===== config.mk =====
export PLATFORM = sky130hd
export DESIGN_NAME = sha256_fingerprint_text_parser_core
export DESIGN_NICKNAME = d
export VERILOG_FILES = /design/src/design/sfp_pkg.sv /design/src/design/sfp_step.sv /design/src/design/sha256_fingerprint_text_parser_core.sv
export SDC_FILE = /design/constraint.sdc
export NUM_CORES = 1
export LEC_CHECK = 0
export BUFFER_PORTS_ARGS = -buffer_cell sky130_fd_sc_hd__buf_2
export CAP_MARGIN = 20
export CORE_MARGIN = 5
export CORE_UTILIZATION = 25
export DETAILED_ROUTE_END_ITERATION = 8
export PLACE_DENSITY = 0.5
export SKIP_CTS_REPAIR_TIMING = 1
export SLEW_MARGIN = 10
export SYNTH_ARGS = -nofsm -noshare
export SYNTH_HDL_FRONTEND = slang
export SYNTH_SLANG_ARGS = --single-unit

===== constraint.sdc =====
create_clock -name clk -period 2.7 [get_ports clk]
set_clock_uncertainty 0.15 [all_clocks]
set_input_delay 0.135 -clock clk [delete_from_list [all_inputs] [get_ports clk]]
set_output_delay 0.135 -clock clk [all_outputs]
set_load 0.05 [all_outputs]

===== src/design/sfp_pkg.sv =====
// shared types, constants and helper functions for the fingerprint text parser
package sfp_pkg;

  localparam int unsigned DIGEST_BYTES = 32;
  localparam int unsigned FULL_DIGITS  = 2 * DIGEST_BYTES;
  localparam int unsigned COUNT_W      = 7;
  localparam int unsigned INDEX_W      = 5;

  localparam logic [COUNT_W-1:0] COUNT_FULL = COUNT_W'(FULL_DIGITS);
  localparam logic [COUNT_W-1:0] COUNT_SAT  = COUNT_W'(FULL_DIGITS + 1);
  localparam logic [COUNT_W-2:0] BYTE_LIMIT = (COUNT_W-1)'(DIGEST_BYTES);

  localparam logic [2:0] PREFIX_LEN = 3'd7;

  localparam logic [7:0] CH_SPACE   = 8'h20;
  localparam logic [7:0] CH_COLON   = 8'h3a;
  localparam logic [7:0] CH_ZERO    = 8'h30;
  localparam logic [7:0] CH_NINE    = 8'h39;
  localparam logic [7:0] CH_LOWER_A = 8'h61;
  localparam logic [7:0] CH_LOWER_F = 8'h66;
  localparam logic [7:0] CH_UPPER_A = 8'h41;
  localparam logic [7:0] CH_UPPER_F = 8'h46;
  localparam logic [7:0] CH_UPPER_Z = 8'h5a;
  localparam logic [7:0] CASE_SHIFT = 8'h20;

  typedef enum logic [1:0] {
    PH_PREFIX = 2'd0,
    PH_DIGEST = 2'd1,
    PH_FAILED = 2'd2
  } phase_t;

  typedef struct packed {
    phase_t             phase;
    logic [2:0]         prefix_position;
    logic               prefix_mismatch;
    logic               expect_high_half;
    logic [3:0]         held_nibble;
    logic [COUNT_W-1:0] digit_count;
  } parse_state_t;

  localparam parse_state_t STATE_RESET = '{
    phase:            PH_PREFIX,
    prefix_position:  3'd0,
    prefix_mismatch:  1'b0,
    expect_high_half: 1'b1,
    held_nibble:      4'd0,
    digit_count:      '0
  };

  typedef struct packed {
    logic               byte_valid;
    logic [7:0]         digest_byte;
    logic [INDEX_W-1:0] byte_index;
    logic               done_res;
    logic               ok;
  } parse_result_t;

  typedef struct packed {
    logic       valid;
    logic [3:0] value;
  } nibble_t;

  // expected lower-case prefix "sha-256"
  function automatic logic [7:0] prefix_char(input logic [2:0] pos);
    logic [7:0] ch;
    unique case (pos)
      3'd0:    ch = 8'h73;
      3'd1:    ch = 8'h68;
      3'd2:    ch = 8'h61;
      3'd3:    ch = 8'h2d;
      3'd4:    ch = 8'h32;
      3'd5:    ch = 8'h35;
      3'd6:    ch = 8'h36;
      default: ch = 8'h00;
    endcase
    return ch;
  endfunction

  function automatic nibble_t hex_nibble(input logic [7:0] c);
    nibble_t n;
    n = '0;
    if (c >= CH_ZERO && c <= CH_NINE) begin
      n.valid = 1'b1;
      n.value = 4'(c - CH_ZERO);
    end else if (c >= CH_LOWER_A && c <= CH_LOWER_F) begin
      n.valid = 1'b1;
      n.value = 4'(c - CH_LOWER_A + 8'd10);
    end else if (c >= CH_UPPER_A && c <= CH_UPPER_F) begin
      n.valid = 1'b1;
      n.value = 4'(c - CH_UPPER_A + 8'd10);
    end
    return n;
  endfunction

endpackage


===== src/design/sfp_step.sv =====
// next-state and result logic for one character of the fingerprint string
module sfp_step (
  input  sfp_pkg::parse_state_t  state,
  input  logic [7:0]             text_char,
  input  logic                   last_char,
  output sfp_pkg::parse_state_t  state_next,
  output sfp_pkg::parse_result_t result
);

  sfp_pkg::parse_state_t       s;
  sfp_pkg::nibble_t            nib;
  logic [7:0]                  folded;
  logic [sfp_pkg::COUNT_W-2:0] pair_index;

  assign nib        = sfp_pkg::hex_nibble(text_char);
  assign folded     = (text_char >= sfp_pkg::CH_UPPER_A && text_char <= sfp_pkg::CH_UPPER_Z)
                      ? text_char + sfp_pkg::CASE_SHIFT : text_char;
  assign pair_index = state.digit_count[sfp_pkg::COUNT_W-1:1];

  always_comb begin
    s      = state;
    result = '0;
    unique case (state.phase)
      sfp_pkg::PH_PREFIX: begin
        if (text_char == sfp_pkg::CH_SPACE) begin
          if (state.prefix_position == sfp_pkg::PREFIX_LEN && !state.prefix_mismatch) begin
            s.phase = sfp_pkg::PH_DIGEST;
          end else begin
            s.phase = sfp_pkg::PH_FAILED;
          end
        end else if (state.prefix_position < sfp_pkg::PREFIX_LEN) begin
          if (folded != sfp_pkg::prefix_char(state.prefix_position)) begin
            s.prefix_mismatch = 1'b1;
          end
          s.prefix_position = state.prefix_position + 3'd1;
        end else begin
          s.prefix_mismatch = 1'b1;
        end
      end
      sfp_pkg::PH_DIGEST: begin
        if (text_char != sfp_pkg::CH_COLON) begin
          if (!nib.valid) begin
            s.phase = sfp_pkg::PH_FAILED;
          end else begin
            if (state.expect_high_half) begin
              s.held_nibble      = nib.value;
              s.expect_high_half = 1'b0;
            end else begin
              // bytes past the digest length are dropped
              if (pair_index < sfp_pkg::BYTE_LIMIT) begin
                result.byte_valid  = 1'b1;
                result.digest_byte = {state.held_nibble, nib.value};
                result.byte_index  = pair_index[sfp_pkg::INDEX_W-1:0];
              end
              s.expect_high_half = 1'b1;
            end
            if (state.digit_count < sfp_pkg::COUNT_SAT) begin
              s.digit_count = state.digit_count + sfp_pkg::COUNT_W'(1);
            end
          end
        end
      end
      default: begin
        // failed phase holds until the last character
      end
    endcase

    if (last_char) begin
      result.done_res = 1'b1;
      result.ok       = s.phase == sfp_pkg::PH_DIGEST && s.expect_high_half
                        && s.digit_count == sfp_pkg::COUNT_FULL;
      s               = sfp_pkg::STATE_RESET;
    end
    state_next = s;
  end

endmodule


===== src/design/sha256_fingerprint_text_parser_core.sv =====
// top level: input register, per-character parse step and result register
// an accepted character passes the input register and then the result register to the output
// throughput: one character per cycle when not stalled; the input register holds one extra item
//   while the result register is stalled
// reset: synchronous, clears both valid flags and returns the parser to the prefix phase
module sha256_fingerprint_text_parser_core (
  input  logic       clk,
  input  logic       rst,
  input  logic       text_valid,
  output logic       text_stall,
  input  logic [7:0] text_char,
  input  logic       last_char,
  output logic       res_valid,
  input  logic       res_stall,
  output logic       byte_valid,
  output logic [7:0] digest_byte,
  output logic [4:0] byte_index,
  output logic       done_res,
  output logic       ok
);

  logic                   in_full;
  logic [7:0]             in_char;
  logic                   in_last;
  logic                   advance;
  sfp_pkg::parse_state_t  state;
  sfp_pkg::parse_state_t  state_next;
  sfp_pkg::parse_result_t step_res;
  sfp_pkg::parse_result_t res;

  // the held item moves on when the result register is empty or being drained
  assign advance    = in_full && (!res_valid || !res_stall);
  assign text_stall = in_full && !advance;

  always_ff @(posedge clk) begin
    if (rst) begin
      in_full <= 1'b0;
    end else if (!text_stall) begin
      in_full <= text_valid;
    end
  end

  always_ff @(posedge clk) begin
    if (text_valid && !text_stall) begin
      in_char <= text_char;
      in_last <= last_char;
    end
  end

  sfp_step u_step (
    .state      (state),
    .text_char  (in_char),
    .last_char  (in_last),
    .state_next (state_next),
    .result     (step_res)
  );

  always_ff @(posedge clk) begin
    if (rst) begin
      state <= sfp_pkg::STATE_RESET;
    end else if (advance) begin
      state <= state_next;
    end
  end

  always_ff @(posedge clk) begin
    if (rst) begin
      res_valid <= 1'b0;
    end else if (advance) begin
      res_valid <= 1'b1;
    end else if (!res_stall) begin
      res_valid <= 1'b0;
    end
  end

  always_ff @(posedge clk) begin
    if (advance) begin
      res <= step_res;
    end
  end

  assign byte_valid  = res.byte_valid;
  assign digest_byte = res.digest_byte;
  assign byte_index  = res.byte_index;
  assign done_res    = res.done_res;
  assign ok          = res.ok;

endmodule


==> results.txt <==
total CTS buffers - 5
initial antenna violation count - 0
H-Tree Depth - 2
GRT overflow - 0
Core Region - 0.01028 mm^2
cell type with the largest total area after synthesis - edfxtp_1
Vias - 2,189
internal power - 0.001100 W
Max Clock Freq - 381.6 MHz
synthesized area per cell - 9.588 um^2
vias per cell - 4.667
Synth Cell Area - 0.002618 mm^2
share of the synthesized area in the top cell type - 0.2868
Worst-path clk slew - 0.09 ns
Fin. Hold Viols - 0
CP arrival - 2.59 ns
Tcrit/Tclk final - 0.9706
post-synth net total - 299
worst-margin pin slew - 0.5133 ns
hold wc startpoint - rst
power density over the cells - 447.4 mW/mm^2
number of global-route vias before repair - 2,044
die width - 112.3 um
site row count - 37
Starting Density - 0.2547
Sw Ratio - 0.2591
Tot GR Track Use - 0.09725
hold path depth - 2
Yosys warnings - 0
Critical R2R Launch - in_char[0]$_DFFE_PP_
Clock Latency Late Sink - 0.30 ns
Hold Path Sink - res_valid$_SDFFE_PP0P_
Hold WS - 0.09236 ns
Critical Path RT - 2.67 ns
Antenna Cells - 0
die height - 112.3 um
most frequent cells in the layout - buf_2 (30), edfxtp_1 (25), buf_4 (24)
r2r worst-path depth - 8
sequential share of the synthesized area - 0.4398
first-pass GRT wire length - 10,120 um
RSZ-0062 raised after global routing - true
fin util - 0.3229
pin count of the biggest net entering global routing - 20
worst-path fanout max - 3
EDFF count, synth - 25
element type at the critical path end - flip-flop
routability cong. - 0.8505
Slew Limit Fails - 0
Slew HR - 0.6547
Startpoint Class - flip-flop
dominant cells by area after synthesis - edfxtp_1 (29%), dfxtp_1 (15%), ha_1 (6.2%), a21oi_1 (3.4%), o21ai_0 (3.4%)
Leakage - 1.246 nW
port buffer count - 30
DRC errors left - 0
I/O pin count - 31
synthesis-stage register bit count - 45
Comb pwr share - 0.140
Post-Synthesis Cells - 273
sequential power share - 0.510
layout cells sized above 1 - 0.2462
Yosys cell types - 59
Hold Crit Class - in -> reg
Area growth, synth to finish - 26.77%
WS Path Type - reg -> reg
NetSw - 0.0003846 W
Root Buffer - clkbuf_8
Power, Total - 0.001485 W
post-route ant nets - 0
Nets - 358
wire per inst - 12.70 um
fraction of registers with async set or reset after synthesis - 0
worst reg2reg path endpoint - ok$_SDFFCE_PN0P_
clock share of power - 0.350
DPL Wire Length - 4473 um
Worst IR Drop VDD - 0.1937 mV
Iter 0 DRT Violations - 60
max_cap viols - 0
Final setup viols - 0
Clock Tree Buf Depth - 2
routed wire length - 5954 um
clock period minus worst slack - 2.621 ns
clock sink count - 45
die area - 0.01262 mm^2
R2R setup slack - 0.08 ns
status - completed
prevailing post-synth register cell - edfxtp_1
most common cell after layout, fill and taps aside - buf_2
router iterations before antenna repair - 4
CTS tree - yes
==> routing by layer <==
layer	global-route usage	vias to the layer above	part of all wire
met2	0.1522	48	0.46
met1	0.1338	1015	0.48
met5	0	-	0
li1	-	1118	-
met4	0.02804	0	0.013
met3	0.02318	8	0.052
==> synth_stat cells (2+ instances only) <==
cell type  number
nand4b_1        4
o32ai_1         2
nor3b_1         2
nor4b_1         3
buf_4           3
edfxtp_1       25
buf_2           3
nor2_1         23
o211ai_1        4
inv_1          17
clkbuf_1        5
nor4_1          2
nor3_1         11
ha_1           13
xor2_1          3
a21o_1          3
nor2b_1         4
a21oi_1        18
and3_1          3
nand2b_1        4
or4_1           3
a31oi_1         7
and2_1         13
a21boi_0        2
o21bai_1        3
a22oi_1         6
dfxtp_1        20
nand3_1         7
nand2_1        11
o21ai_0        18
or3b_1          2
xnor2_1         2
==> cell type report <==
class,count,area [um^2]
Sequential cell,45,1151
Fill cell,1092,6959
Inverter,17,63.81
Timing Repair Buffer,65,440.4
Tap cell,136,170.2
Clock buffer,5,68.82
Multi-Input combinational cell,198,1378
Clock inverter,3,46.29
==> sequential cells by signal (all words and copies together) (netlist names) <==
name         flops
in_char          8
done_res         1
in_full          1
byte_index       5
in_last          1
byte_valid       1
ok               1
digest_byte      8
state           18
res_valid        1
==> logic make-up after synthesis <==
family                   Yosys count  synth area share
buffers and inverters             30           0.05545
adder cells (fa/ha/maj)           13           0.06214
flip-flops                        45            0.4398
AND/OR/NAND/NOR                  100            0.2189
multiplexers                       2          0.008126
AO/OA/AOI/OAI                     78            0.1989
XOR/XNOR                           5           0.01673
==> worst max path at each step <==
stage,from,to,slack (ns),cells past startpoint
final,in_char[0]$_DFFE_PP_,ok$_SDFFCE_PN0P_,0.08,8
after global placement,in_char[0]$_DFFE_PP_,ok$_SDFFCE_PN0P_,0.05,8
after CTS,in_char[0]$_DFFE_PP_,ok$_SDFFCE_PN0P_,-0.002,8
after global routing,in_char[0]$_DFFE_PP_,ok$_SDFFCE_PN0P_,-0.06,8
after detailed placement,in_char[0]$_DFFE_PP_,ok$_SDFFCE_PN0P_,0.02,8
after floorplan,in_char[0]$_DFFE_PP_,ok$_SDFFCE_PN0P_,0.0006,8
==> worst max-delay path, stage by stage, from the launching register on <==
cell and delay (ns):
edfxtp_1 0.41, inv_2 0.10, ha_4 0.14, or4b_4 0.49, nor4_4 0.23, or2b_1 0.26
o211ai_2 0.08, or3b_4 0.41, a2111oi_4 0.18
==> power groups by stage <==
stage | Clock [W] | Combinational (W) | Sequential, W
after floorplan | 0 | 0.0000915 | 0.000814
after global placement | 0 | 0.000194 | 0.000773
after detailed placement | 0 | 0.000194 | 0.000773
after CTS | 0.000540 | 0.000195 | 0.000757
after global routing | 0.000565 | 0.000228 | 0.000760
final | 0.000520 | 0.000208 | 0.000757
==> stage by stage <==
stage | cells | worst slack [ns] | area [um^2] | setup TNS, ns
4_1_cts | 458 | -0.001911 | 3162 | -0.001911
3_3_place_gp | 450 | 0.04812 | 3047 | 0
5_1_grt | 469 | -0.06364 | 3318 | -0.07241
3_5_place_dp | 450 | 0.01523 | 3047 | 0
6_report | 469 | 0.07950 | 3318 | 0
2_1_floorplan | 273 | 0.0006133 | 2628 | 0
Power figures use the tool's default switching activity.
